### src/assert_macros.svh
// Assertion macros used by the replacer datapath.
`ifndef ASSERT_MACROS_SVH
`define ASSERT_MACROS_SVH

// Same-cycle implication, disabled during reset.
`define SCPR_ASSERT_IMPLY(name, clk, rst_n, ante, cons) \
    name: assert property (@(posedge clk) disable iff (!(rst_n)) (ante) |-> (cons)) \
        else $error("scpr assertion failed");

// Next-cycle implication, disabled during reset.
`define SCPR_ASSERT_NEXT(name, clk, rst_n, ante, cons) \
    name: assert property (@(posedge clk) disable iff (!(rst_n)) (ante) |=> (cons)) \
        else $error("scpr assertion failed");

`endif

### src/scpr_pkg.sv
// Shared types and constants for the second-chance page replacer.
package scpr_pkg;

    localparam int FRAME_COUNT_DEF = 3;
    localparam int PAGE_BITS_DEF   = 16;

    localparam int PAGE_W  = 16;
    localparam int FRAME_W = 3;
    localparam int COUNT_W = 32;

    typedef enum logic [1:0] {
        S_IDLE,
        S_LOOKUP,
        S_SWEEP,
        S_DONE
    } t_state;

    typedef struct packed {
        logic load_page;
        logic lookup;
        logic sweep;
        logic out_load;
    } t_dp_cmd;

    typedef struct packed {
        logic resolved;
        logic victim;
        logic out_free;
    } t_dp_stat;

endpackage

### src/scpr_ctrl.sv
// Controller state machine: sequences lookup, clock sweep and result hand-off.
module scpr_ctrl (
    input  logic              i_clk,
    input  logic              i_rst_n,
    input  logic              i_valid,
    output logic              o_ready,
    input  scpr_pkg::t_dp_stat i_stat,
    output scpr_pkg::t_dp_cmd  o_cmd
);

    scpr_pkg::t_state r_state;
    scpr_pkg::t_state n_state;

    always_ff @(posedge i_clk) begin
        if (!i_rst_n) begin
            r_state <= scpr_pkg::S_IDLE;
        end else begin
            r_state <= n_state;
        end
    end

    always_comb begin
        n_state = r_state;
        case (r_state)
            scpr_pkg::S_IDLE: begin
                if (i_valid) begin
                    n_state = scpr_pkg::S_LOOKUP;
                end
            end
            scpr_pkg::S_LOOKUP: begin
                n_state = i_stat.resolved ? scpr_pkg::S_DONE : scpr_pkg::S_SWEEP;
            end
            scpr_pkg::S_SWEEP: begin
                if (i_stat.victim) begin
                    n_state = scpr_pkg::S_DONE;
                end
            end
            scpr_pkg::S_DONE: begin
                if (i_stat.out_free) begin
                    n_state = scpr_pkg::S_IDLE;
                end
            end
            default: begin
                n_state = scpr_pkg::S_IDLE;
            end
        endcase
    end

    always_comb begin
        o_cmd   = '0;
        o_ready = 1'b0;
        case (r_state)
            scpr_pkg::S_IDLE: begin
                o_ready         = 1'b1;
                o_cmd.load_page = i_valid;
            end
            scpr_pkg::S_LOOKUP: begin
                o_cmd.lookup = 1'b1;
            end
            scpr_pkg::S_SWEEP: begin
                o_cmd.sweep = 1'b1;
            end
            scpr_pkg::S_DONE: begin
                o_cmd.out_load = i_stat.out_free;
            end
            default: begin
                o_ready = 1'b0;
            end
        endcase
    end

endmodule

### src/scpr_dp.sv
// Datapath: frame table, clock hand, fault counter and result register.
`include "assert_macros.svh"

module scpr_dp #(
    parameter int FRAME_COUNT = scpr_pkg::FRAME_COUNT_DEF,
    parameter int PAGE_BITS   = scpr_pkg::PAGE_BITS_DEF
) (
    input  logic                          i_clk,
    input  logic                          i_rst_n,
    input  scpr_pkg::t_dp_cmd             i_cmd,
    output scpr_pkg::t_dp_stat            o_stat,
    input  logic [scpr_pkg::PAGE_W-1:0]   i_page_number,
    input  logic                          i_ready,
    output logic                          o_valid,
    output logic                          o_hit,
    output logic                          o_fault,
    output logic [scpr_pkg::FRAME_W-1:0]  o_frame_used,
    output logic                          o_evicted_valid,
    output logic [scpr_pkg::PAGE_W-1:0]   o_evicted_page,
    output logic [scpr_pkg::COUNT_W-1:0]  o_fault_total
);

    localparam int KEEP_W = (PAGE_BITS < scpr_pkg::PAGE_W) ? PAGE_BITS : scpr_pkg::PAGE_W;
    localparam int IDX_W  = $clog2(FRAME_COUNT);
    localparam logic [IDX_W-1:0] LAST_IDX = IDX_W'(FRAME_COUNT - 1);

    logic [KEEP_W-1:0]           r_page [FRAME_COUNT];
    logic [FRAME_COUNT-1:0]      r_valid;
    logic [FRAME_COUNT-1:0]      r_bit;
    logic [IDX_W-1:0]            r_hand;
    logic [scpr_pkg::COUNT_W-1:0] r_fault_total;
    logic [KEEP_W-1:0]           r_page_in;

    logic                        r_res_hit;
    logic [IDX_W-1:0]            r_res_frame;
    logic                        r_res_ev_valid;
    logic [KEEP_W-1:0]           r_res_ev_page;

    logic                        r_o_valid;
    logic                        r_o_hit;
    logic [IDX_W-1:0]            r_o_frame;
    logic                        r_o_ev_valid;
    logic [KEEP_W-1:0]           r_o_ev_page;
    logic [scpr_pkg::COUNT_W-1:0] r_o_total;

    logic                        hit_found;
    logic [IDX_W-1:0]            hit_idx;
    logic                        empty_found;
    logic [IDX_W-1:0]            empty_idx;
    logic [IDX_W-1:0]            hand_next;
    logic                        victim;
    logic                        fault_done;
    logic [scpr_pkg::COUNT_W-1:0] n_fault_total;

    // Parallel match and lowest-empty search; lowest index wins.
    always_comb begin
        hit_found   = 1'b0;
        hit_idx     = '0;
        empty_found = 1'b0;
        empty_idx   = '0;
        for (int f = FRAME_COUNT - 1; f >= 0; f--) begin
            if (r_valid[f] && (r_page[f] == r_page_in)) begin
                hit_found = 1'b1;
                hit_idx   = IDX_W'(f);
            end
            if (!r_valid[f]) begin
                empty_found = 1'b1;
                empty_idx   = IDX_W'(f);
            end
        end
    end

    assign hand_next  = (r_hand == LAST_IDX) ? '0 : r_hand + 1'b1;
    assign victim     = !r_bit[r_hand];
    assign fault_done = (i_cmd.lookup && !hit_found && empty_found) ||
                        (i_cmd.sweep && victim);
    assign n_fault_total = (r_fault_total == '1) ? r_fault_total : r_fault_total + 1'b1;

    assign o_stat.resolved = hit_found || empty_found;
    assign o_stat.victim   = victim;
    assign o_stat.out_free = !r_o_valid || i_ready;

    // Page store: no reset, read only while the frame is valid.
    always_ff @(posedge i_clk) begin
        if (i_cmd.lookup && !hit_found && empty_found) begin
            r_page[empty_idx] <= r_page_in;
        end else if (i_cmd.sweep && victim) begin
            r_page[r_hand] <= r_page_in;
        end
    end

    always_ff @(posedge i_clk) begin
        if (i_cmd.load_page) begin
            r_page_in <= i_page_number[KEEP_W-1:0];
        end
        if (i_cmd.lookup) begin
            r_res_hit      <= hit_found;
            r_res_frame    <= hit_found ? hit_idx : empty_idx;
            r_res_ev_valid <= 1'b0;
            r_res_ev_page  <= '0;
        end else if (i_cmd.sweep && victim) begin
            r_res_hit      <= 1'b0;
            r_res_frame    <= r_hand;
            r_res_ev_valid <= 1'b1;
            r_res_ev_page  <= r_page[r_hand];
        end
        if (i_cmd.out_load) begin
            r_o_hit      <= r_res_hit;
            r_o_frame    <= r_res_frame;
            r_o_ev_valid <= r_res_ev_valid;
            r_o_ev_page  <= r_res_ev_page;
            r_o_total    <= r_fault_total;
        end
    end

    always_ff @(posedge i_clk) begin
        if (!i_rst_n) begin
            r_valid       <= '0;
            r_bit         <= '0;
            r_hand        <= '0;
            r_fault_total <= '0;
            r_o_valid     <= 1'b0;
        end else begin
            if (i_cmd.lookup) begin
                if (hit_found) begin
                    r_bit[hit_idx] <= 1'b1;
                end else if (empty_found) begin
                    r_valid[empty_idx] <= 1'b1;
                    r_bit[empty_idx]   <= 1'b0;
                end
            end
            if (i_cmd.sweep) begin
                r_bit[r_hand] <= 1'b0;
                r_hand        <= hand_next;
            end
            if (fault_done) begin
                r_fault_total <= n_fault_total;
            end
            if (i_cmd.out_load) begin
                r_o_valid <= 1'b1;
            end else if (i_ready) begin
                r_o_valid <= 1'b0;
            end
        end
    end

    assign o_valid         = r_o_valid;
    assign o_hit           = r_o_hit;
    assign o_fault         = !r_o_hit;
    assign o_frame_used    = scpr_pkg::FRAME_W'(r_o_frame);
    assign o_evicted_valid = r_o_ev_valid;
    assign o_evicted_page  = scpr_pkg::PAGE_W'(r_o_ev_page);
    assign o_fault_total   = r_o_total;

    `SCPR_ASSERT_IMPLY(a_sweep_full, i_clk, i_rst_n, i_cmd.sweep, &r_valid)
    `SCPR_ASSERT_NEXT(a_hand_moves, i_clk, i_rst_n, i_cmd.sweep, r_hand != $past(r_hand))
    `SCPR_ASSERT_NEXT(a_count_step, i_clk, i_rst_n, fault_done && (r_fault_total != '1),
        r_fault_total == $past(r_fault_total) + 1'b1)
    `SCPR_ASSERT_IMPLY(a_evict_is_fault, i_clk, i_rst_n, r_o_valid && r_o_ev_valid, !r_o_hit)

endmodule

### src/second_chance_page_replacer_core.sv
// Second-chance (clock) page replacer, top level.
//
// One page reference per input beat, one result beat per reference. An
// input beat is taken only while the controller is idle; a reference then
// goes through the parallel tag match against all frames in the lookup
// state, and a miss with every frame full walks the clock hand one frame
// per cycle, up to FRAME_COUNT+1 steps. For a hit or a fill of an empty
// frame the result register is loaded in the done state that follows the
// lookup; when a victim is swept for, the sweep state lies between them.
// In the done state the load waits until the result register is free, and
// the controller then returns to idle for the next beat. The result
// register lets the next reference be taken while a result still waits
// downstream. Page numbers are compared on their low PAGE_BITS bits (at
// most PAGE_W); the fault total saturates at all ones.
module second_chance_page_replacer_core #(
    parameter int FRAME_COUNT = scpr_pkg::FRAME_COUNT_DEF,
    parameter int PAGE_BITS   = scpr_pkg::PAGE_BITS_DEF
) (
    input  logic                          i_clk,
    input  logic                          i_rst_n,
    input  logic                          i_valid,
    output logic                          o_ready,
    input  logic [scpr_pkg::PAGE_W-1:0]   i_page_number,
    output logic                          o_valid,
    input  logic                          i_ready,
    output logic                          o_hit,
    output logic                          o_fault,
    output logic [scpr_pkg::FRAME_W-1:0]  o_frame_used,
    output logic                          o_evicted_valid,
    output logic [scpr_pkg::PAGE_W-1:0]   o_evicted_page,
    output logic [scpr_pkg::COUNT_W-1:0]  o_fault_total
);

    scpr_pkg::t_dp_cmd  cmd;
    scpr_pkg::t_dp_stat stat;

    scpr_ctrl u_ctrl (
        .i_clk   (i_clk),
        .i_rst_n (i_rst_n),
        .i_valid (i_valid),
        .o_ready (o_ready),
        .i_stat  (stat),
        .o_cmd   (cmd)
    );

    scpr_dp #(
        .FRAME_COUNT (FRAME_COUNT),
        .PAGE_BITS   (PAGE_BITS)
    ) u_dp (
        .i_clk           (i_clk),
        .i_rst_n         (i_rst_n),
        .i_cmd           (cmd),
        .o_stat          (stat),
        .i_page_number   (i_page_number),
        .i_ready         (i_ready),
        .o_valid         (o_valid),
        .o_hit           (o_hit),
        .o_fault         (o_fault),
        .o_frame_used    (o_frame_used),
        .o_evicted_valid (o_evicted_valid),
        .o_evicted_page  (o_evicted_page),
        .o_fault_total   (o_fault_total)
    );

endmodule

### config.mk
export PLATFORM = sky130hd
export DESIGN_NAME = second_chance_page_replacer_core
export DESIGN_NICKNAME = d
export VERILOG_FILES = /design/src/scpr_pkg.sv /design/src/scpr_ctrl.sv /design/src/scpr_dp.sv /design/src/second_chance_page_replacer_core.sv
export VERILOG_INCLUDE_DIRS = /design/src /design/src/src
export SDC_FILE = /design/constraint.sdc
export NUM_CORES = 1
export LEC_CHECK = 0
export BUFFER_PORTS_ARGS = -buffer_cell sky130_fd_sc_hd__buf_4
export CORE_UTILIZATION = 35
export DETAILED_ROUTE_END_ITERATION = 6
export PLACE_DENSITY = 0.51
export SYNTH_ARGS = -nofsm -noshare
export SYNTH_HDL_FRONTEND = slang
export SYNTH_HIERARCHICAL = 1
export SYNTH_SLANG_ARGS = --single-unit
export TNS_END_PERCENT = 10
### constraint.sdc
create_clock -name i_clk -period 3.8 [get_ports i_clk]
set_input_delay 0.76 -clock i_clk [delete_from_list [all_inputs] [get_ports i_clk]]
set_output_delay 0.76 -clock i_clk [all_outputs]
set_load 0.05 [all_outputs]
==> results of run 1 <==
==> layer usage <==
layer  up-vias  track usage, %  routed length, um
met2       101           24.16               8143
met5         -               0                  0
met1      2372           19.20               7763
met4         0           4.810                194
li1       2347               -                  -
met3        10           3.527                507
==> report_power, final <==
part / internal, mW / switching [mW]
Sequential: 2.76 / 0.257
Clock: 0.952 / 0.801
Combinational: 0.553 / 1.01
==> cells by family after synthesis <==
group                      synth area share, %
xor gates and xnor gates                 6.659
other                                  0.04752
DFF                                      66.59
AOI/OAI and AO/OA                        5.026
muxes                                    5.978
buffers and inverters                    1.982
and+or+nand+nor                          12.92
adders and majority gates               0.7928
==> worst reg2reg max path, stage by stage, from the launching register on <==
cell      delay (ns)
edfxtp_1        0.52
xor2_1          0.25
nor4_1          0.37
nand4_1         0.22
o22ai_2         0.34
or3_1           0.24
mux2_2          0.22
nor2_1          0.06
nor2_1          0.61
buf_4           0.32
==> how the worst min path moves through the flow <==
stage / start / slack, ns / endpoint / cells after the start
2_1_floorplan: u_dp/r_res_hit / 0.40 / u_dp/o_hit / 0
3_3_place_gp: u_dp/r_res_ev_page[3] / 0.42 / u_dp/o_evicted_page[3] / 0
3_5_place_dp: u_dp/r_res_ev_page[11] / 0.42 / u_dp/o_evicted_page[11] / 0
4_1_cts: u_dp/r_res_ev_page[3] / 0.43 / u_dp/o_evicted_page[3] / 0
5_1_grt: u_dp/r_res_ev_page[3] / 0.44 / u_dp/o_evicted_page[3] / 0
6_report: u_dp/r_res_ev_page[0] / 0.43 / u_dp/o_evicted_page[0] / 0
==> cell usage after synthesis (6+ instances only) <==
| library cell | count | area share (%) |
|---|---|---|
| xor2_1 | 39 | 4.3 |
| inv_1 | 16 | 0.76 |
| and3_1 | 10 | 0.79 |
| nor3_1 | 15 | 0.95 |
| nand2b_1 | 12 | 0.95 |
| o31ai_1 | 8 | 0.76 |
| nand4_1 | 12 | 0.95 |
| xnor2_1 | 21 | 2.3 |
| nor2_1 | 40 | 1.9 |
| or3_1 | 6 | 0.48 |
| nor4_1 | 10 | 0.79 |
| a21oi_1 | 34 | 2.2 |
| mux2i_1 | 10 | 1.3 |
| edfxtp_1 | 135 | 51 |
| dfxtp_1 | 60 | 15 |
| nand3_1 | 18 | 1.1 |
| mux4_2 | 16 | 4.6 |
| clkbuf_1 | 16 | 0.76 |
| nand2_1 | 65 | 3.1 |
==> placed cells by master (no fill, tap or decap), drive strengths merged, types with 2 or more instances in the layout <==
cell type  synthesis  final
clkinv             0      6
a21oi             34     34
buf                7     89
ha                 5      5
o21a               2      2
a31oi              2      2
or4                5      5
inv               16     20
mux2i             10     10
nand3             19     19
and3              10     10
and2               4      4
or3                6      6
a211oi             2      2
nand2             66     66
dfxtp             60     60
clkinvlp           0      2
nand4             12     12
nor4              11     11
nor2b              4      4
clkbuf            16     19
xnor2             21     21
edfxtp           135    135
nor3              15     15
nor2              40     40
o21ai              5      5
o31ai              9      9
xor2              39     39
nand2b            12     12
mux4              16     16
==> metrics by stage <==
step,power (mW),setup WS (ns)
floorplan,4.099,0.2817
global placement,4.622,0.3882
detailed placement,4.649,0.3188
CTS,6.406,0.2882
global route,6.634,0.06177
finish,6.326,0.3382
==> flip-flops by register name (all words and copies together), names as in the netlist, 3 cells and up <==
name and flops:
u_dp/o_fault_total 32, u_dp/r_res_ev_page 16, u_dp/o_evicted_page 16, u_dp/r_bit 3
u_dp/r_valid 3, u_dp/r_page 64, u_dp/r_fault_total 32, u_dp/r_page_in 16
==> area by class of cell <==
class / instances / area share [%]
Sequential cell: 195 / 55.88
Multi-Input combinational cell: 363 / 26.49
Timing Repair Buffer: 89 / 7.105
Clock buffer: 19 / 4.816
Tap cell: 280 / 3.725
Clock inverter: 13 / 1.344
Inverter: 16 / 0.6386
==> flow_summary_export.csv, run 1 <==
group,metric,value,unit
outcome,outcome,"finished with violations",
outcome,violations,"DRC",
min_path,hold_class,"reg2reg",
yosys,syn_inst,597,
clocking,clkLatencyLatePin,0.43,ns
global_routing,grt_pass1_wl,26280,um
cells_and_area,num-nets-final,707,
global_routing,grt_max_degree,44,
worst_setup_path,reg2regPathDepth,9,
sta,hold_viol,0,
worst_setup_path,cp_max_fo,9,
yosys,syn-num-nets,622,
yosys,ys_async_sr_fraction,0,%
sta,period_share,91.10,%
yosys,syn_area_per_cell,13.22,sq um
cells_and_area,antenna_cells,0,
worst_setup_path,slowest_stage,"nor2_1",
yosys,yosysWarnings,6,
yosys,synth_edf_count,135,
cells_and_area,fillers,2006,
detailed_routing,vias,4830,
sta,rsz0062_at_grt,"false",
cells_and_area,drive_gt1_share,21.44,%
yosys,ys.flop_type,"edfxtp_1",
global_routing,antenna_found_initial,0,
flow_run,drv_cap,0,
floorplan,io_pins,76,
sta,hold_ws,0.4314,ns
worst_setup_path,path_depth,9,
placed_design,numPortBuffers,74,
worst_setup_path,critPathRequiredTime,3.93,ns
clocking,root_buffer,"clkbuf_16",
sta,final.min_clock_period,3.462,ns
sta,finClkSkew,0.008760,ns
clocking,clock-sinks,195,
worst_setup_path,rrSetupSlack,0.34,ns
clocking,post_cts_resized,0,
worst_setup_path,worstSetupEndpointType,"flop",
placed_design,placed_cells,943,
yosys,yosys_register_bits,195,
floorplan,chipWidth,152.2,um
worst_setup_path,start_kind,"flop",
sta,maxSlewViolCount,0,
yosys,netlist-cell-type-count,49,
clocking,clockBufferDepth,2,
placed_design,hpwl,11450,um
pwr,power_density,672.7,nW/um^2
worst_setup_path,max_stage_delay,0.61,ns
worst_setup_path,crit_end,"u_dp/r_page[0][15]",
worst_setup_path,path_delay_family,"simple AND/OR/NAND/NOR gates",
sta,setup_tns,0,ns
sta,slew_headroom,48.98,%
worst_setup_path,r2r-end,"u_dp/r_page[0][15]",
detailed_routing,drt-initial-drc-count,366,
clocking,holdBufCountCts,0,
global_routing,grt.overflow.total,0,
sta,worstMarginPinSlew,0.7625,ns
worst_setup_path,critical_path_buf_inv_count,1,
global_routing,track_usage,14.73,%
global_routing,grt_pass1_vias,4734,
placed_design,place_congestion,0.7990,
floorplan,start_util,35.94,%
sta,max_freq,0.2889,GHz
detailed_routing,vias_per_cell,4.954,
clocking,cts_tree,"yes",
pwr,ir_worst_vdd,0.3380,mV
clocking,htreeDepth,4,
detailed_routing,dr.pass1.iters,7,
pwr,leakage,3.209,nW
clocking,numCtsBuffers,17,
worst_setup_path,r2r_start,"u_dp/r_page_in[15]",
floorplan,dieArea,23150,sq um
cells_and_area,fin_area,9404,sq um
floorplan,core_area,21960,sq um
clocking,cts.clk_slew.worst_paths,0.07,ns
clocking,cts_setup_buffers,0,
detailed_routing,postRouteAntennaNets,0,
yosys,syn_area,7891,sq um
cells_and_area,fin_util,42.83,%
yosys,yosysSeqAreaShare,66.59,%
worst_setup_path,critPathKind,"reg2reg",
cells_and_area,multiInputGateArea,2491,sq um
cells_and_area,final-seq-area,5255,sq um
detailed_routing,routed_wirelength,16610,um
detailed_routing,drc,7,
worst_setup_path,crit_arrival,3.59,ns
detailed_routing,routedWlPerCell,17.03,um
sta,setup_viol,0,
cells_and_area,fin_cells,975,
worst_setup_path,crit_start,"u_dp/r_page_in[15]",
floorplan,rows,54,
floorplan,die_y,152.2,um
cells_and_area,area_growth,19.17,%
worst_setup_path,path_cells,"xor2_1 > nor4_1 > nand4_1 > o22ai_2 > or3_1 > mux2_2 > nor2_1 > nor2_1 > buf_4",
placed_design,placed_cell_area,8825,sq um
worst_setup_path,cp_common_cell,"nor2_1",
No activity file was read; power rests on OpenSTA's default activity.
==> inputs of run 2 (changes only) <==
--- a/config.mk
+++ b/config.mk
@@ -7,6 +7,7 @@
 export NUM_CORES = 1
 export LEC_CHECK = 0
 export BUFFER_PORTS_ARGS = -buffer_cell sky130_fd_sc_hd__buf_4
+export CORE_MARGIN = 2
 export CORE_UTILIZATION = 35
 export DETAILED_ROUTE_END_ITERATION = 6
 export PLACE_DENSITY = 0.51
==> run 2 against run 1 <==
Against the previous run: the flow now finishes without violations; combinational power about the same; critical path depth unchanged; sequential share of layout area increased by 0.12 points; sequential cell count unchanged; non-clock buffer count decreased by 1; clock-buffer cell count decreased by 1; worst hold slack improved by 0.0019 ns; fmax increased by 6.0%.
==> flow_summary_export.csv, run 2 (synthesis gave the netlist of run 1 again) <==
group,metric,value,unit
worst_setup_path,critPathRequiredTime,3.92,ns
pwr,seqPwrFrac,47.8,%
clocking,numCtsBuffers,17,
cells_and_area,antenna_cells,0,
sta,setup_viol,0,
sta,rsz0062_at_grt,"false",
worst_setup_path,crit_arrival,3.38,ns
sta,setup_tns,0,ns
cells_and_area,final_cell_mix,"edfxtp_1 (135), buf_4 (88), nand2_1 (65)",
floorplan,die_y,154.2,um
global_routing,grt_pass1_vias,4747,
global_routing,antenna_found_initial,0,
flow_run,drv_cap,0,
pwr,swShare,33.31,%
placed_design,numPortBuffers,74,
pwr,power_density,672.5,nW/um^2
detailed_routing,routed_wirelength,16620,um
placed_design,post-place-ws,0.5213,ns
detailed_routing,postRouteAntennaNets,0,
global_routing,track_usage,14.37,%
clocking,post_cts_resized,0,
detailed_routing,routedWlPerCell,17.07,um
pwr,combinationalPowerShare,24.7,%
cells_and_area,num-nets-final,706,
sta,final.min_clock_period,3.266,ns
floorplan,chipWidth,154.2,um
cells_and_area,layout_commonest_cell,"edfxtp_1",
clocking,holdBufCountCts,0,
cells_and_area,area_growth,18.92,%
pwr,leakage,3.201,nW
detailed_routing,drc,0,
outcome,outcome,"complete, no violations",
placed_design,hpwl,11710,um
sta,hold_viol,0,
sta,hold_ws,0.4333,ns
worst_setup_path,start_kind,"flop",
sta,period_share,85.95,%
pwr,ir_worst_vdd,0.3798,mV
clocking,htreeDepth,4,
sta,worstMarginPinSlew,0.9744,ns
sta,finClkSkew,0.01209,ns
floorplan,dieArea,23760,sq um
sta,max_freq,0.3062,GHz
worst_setup_path,path_delay_family,"simple AND/OR/NAND/NOR gates",
cells_and_area,fin_cells,974,
sta,maxSlewViolCount,0,
clocking,cts_setup_buffers,0,
clocking,cts_tree,"yes",
worst_setup_path,worstSetupEndpointType,"flop",
worst_setup_path,rrSetupSlack,0.53,ns
global_routing,grt_max_degree,33,
cells_and_area,regMostFlops,"u_dp/r_page",
sta,worst_slack,0.5339,ns
cells_and_area,drive_gt1_share,21.33,%
min_path,hold_class,"reg2reg",
pwr,internal_power,4.209,mW
pwr,p_clk_share,27.5,%
clocking,clkLatencyLatePin,0.43,ns
worst_setup_path,critPathKind,"reg2reg",
floorplan,core_area,21960,sq um
worst_setup_path,path_cells,"xnor2_1 > nand4_1 > nor4_1 > and3_1 > or3_1 > mux2_2 > nor2_1 > nor2_1 > buf_4",
worst_setup_path,max_stage_delay,0.51,ns
cells_and_area,largest_reg_flops,64,
global_routing,grt_pass1_wl,26320,um
clocking,root_buffer,"clkbuf_16",
clocking,cts.clk_slew.worst_paths,0.08,ns
detailed_routing,dr.pass1.iters,4,
placed_design,placed_cells,942,
detailed_routing,vias_per_cell,5.001,
placed_design,place_congestion,0.8342,
detailed_routing,drt-initial-drc-count,312,
clocking,clock-sinks,195,
clocking,clockBufferDepth,2,
worst_setup_path,cp_max_fo,12,
cells_and_area,fillers,1995,
global_routing,grt.overflow.total,0,
pwr,power,6.311,mW
detailed_routing,vias,4871,
worst_setup_path,critical_path_buf_inv_count,1,
sta,slew_headroom,34.97,%
worst_setup_path,cp_common_cell,"nor2_1",
pwr,switchingPower,2.102,mW
floorplan,rows,54,
floorplan,io_pins,76,
floorplan,start_util,35.94,%
worst_setup_path,slowest_stage,"edfxtp_1",
run 2: stage by stage:
stage	cell area (sq um)	utilization, %
floorplan	7891	-
global placement	8817	40.15
detailed placement	8817	40.15
CTS	9384	42.74
global route	9384	42.74
finish	9384	42.74
run 2: routing by layer:
| layer | share of wire [%] | up-vias | global-route usage [%] |
|---|---|---|---|
| met4 | 1.3 | 0 | 4.895 |
| met5 | 0 | - | 0 |
| met1 | 46 | 2382 | 19.27 |
| met3 | 4.4 | 14 | 2.480 |
| li1 | - | 2341 | - |
| met2 | 49 | 134 | 23.70 |
run 2: area by class of cell:
type                    instances  area [sq um]  share of cell area, %
flip-flops and latches        195          5255                  56.00
multi-input cells             363          2491                  26.55
repair buffers                 88         660.6                  7.040
clock buffers                  18         450.4                  4.800
well taps                     280         350.3                  3.733
clock inverters                14         116.4                  1.240
inverters                      16         60.06                 0.6400
run 2: path summary, 6_finish.rpt:
check	start	end	cells after the start
setup / recovery	u_dp/r_page_in[15]	u_dp/r_page[1][13]	9
hold / removal	u_dp/r_res_ev_page[6]	u_dp/o_evicted_page[6]	0
setup reg to reg	u_dp/r_page_in[15]	u_dp/r_page[1][13]	9
hold reg to reg	u_dp/r_res_ev_page[6]	u_dp/o_evicted_page[6]	0
run 2: power by group through the flow:
stage,clock [mW],sequential (mW),combinational [mW]
final,1.73,3.02,1.56
after floorplan,0,3.19,0.905
after CTS,1.78,3.02,1.59
after detailed placement,0,3.06,1.58
after global routing,1.86,3.06,1.71
after global placement,0,3.05,1.57
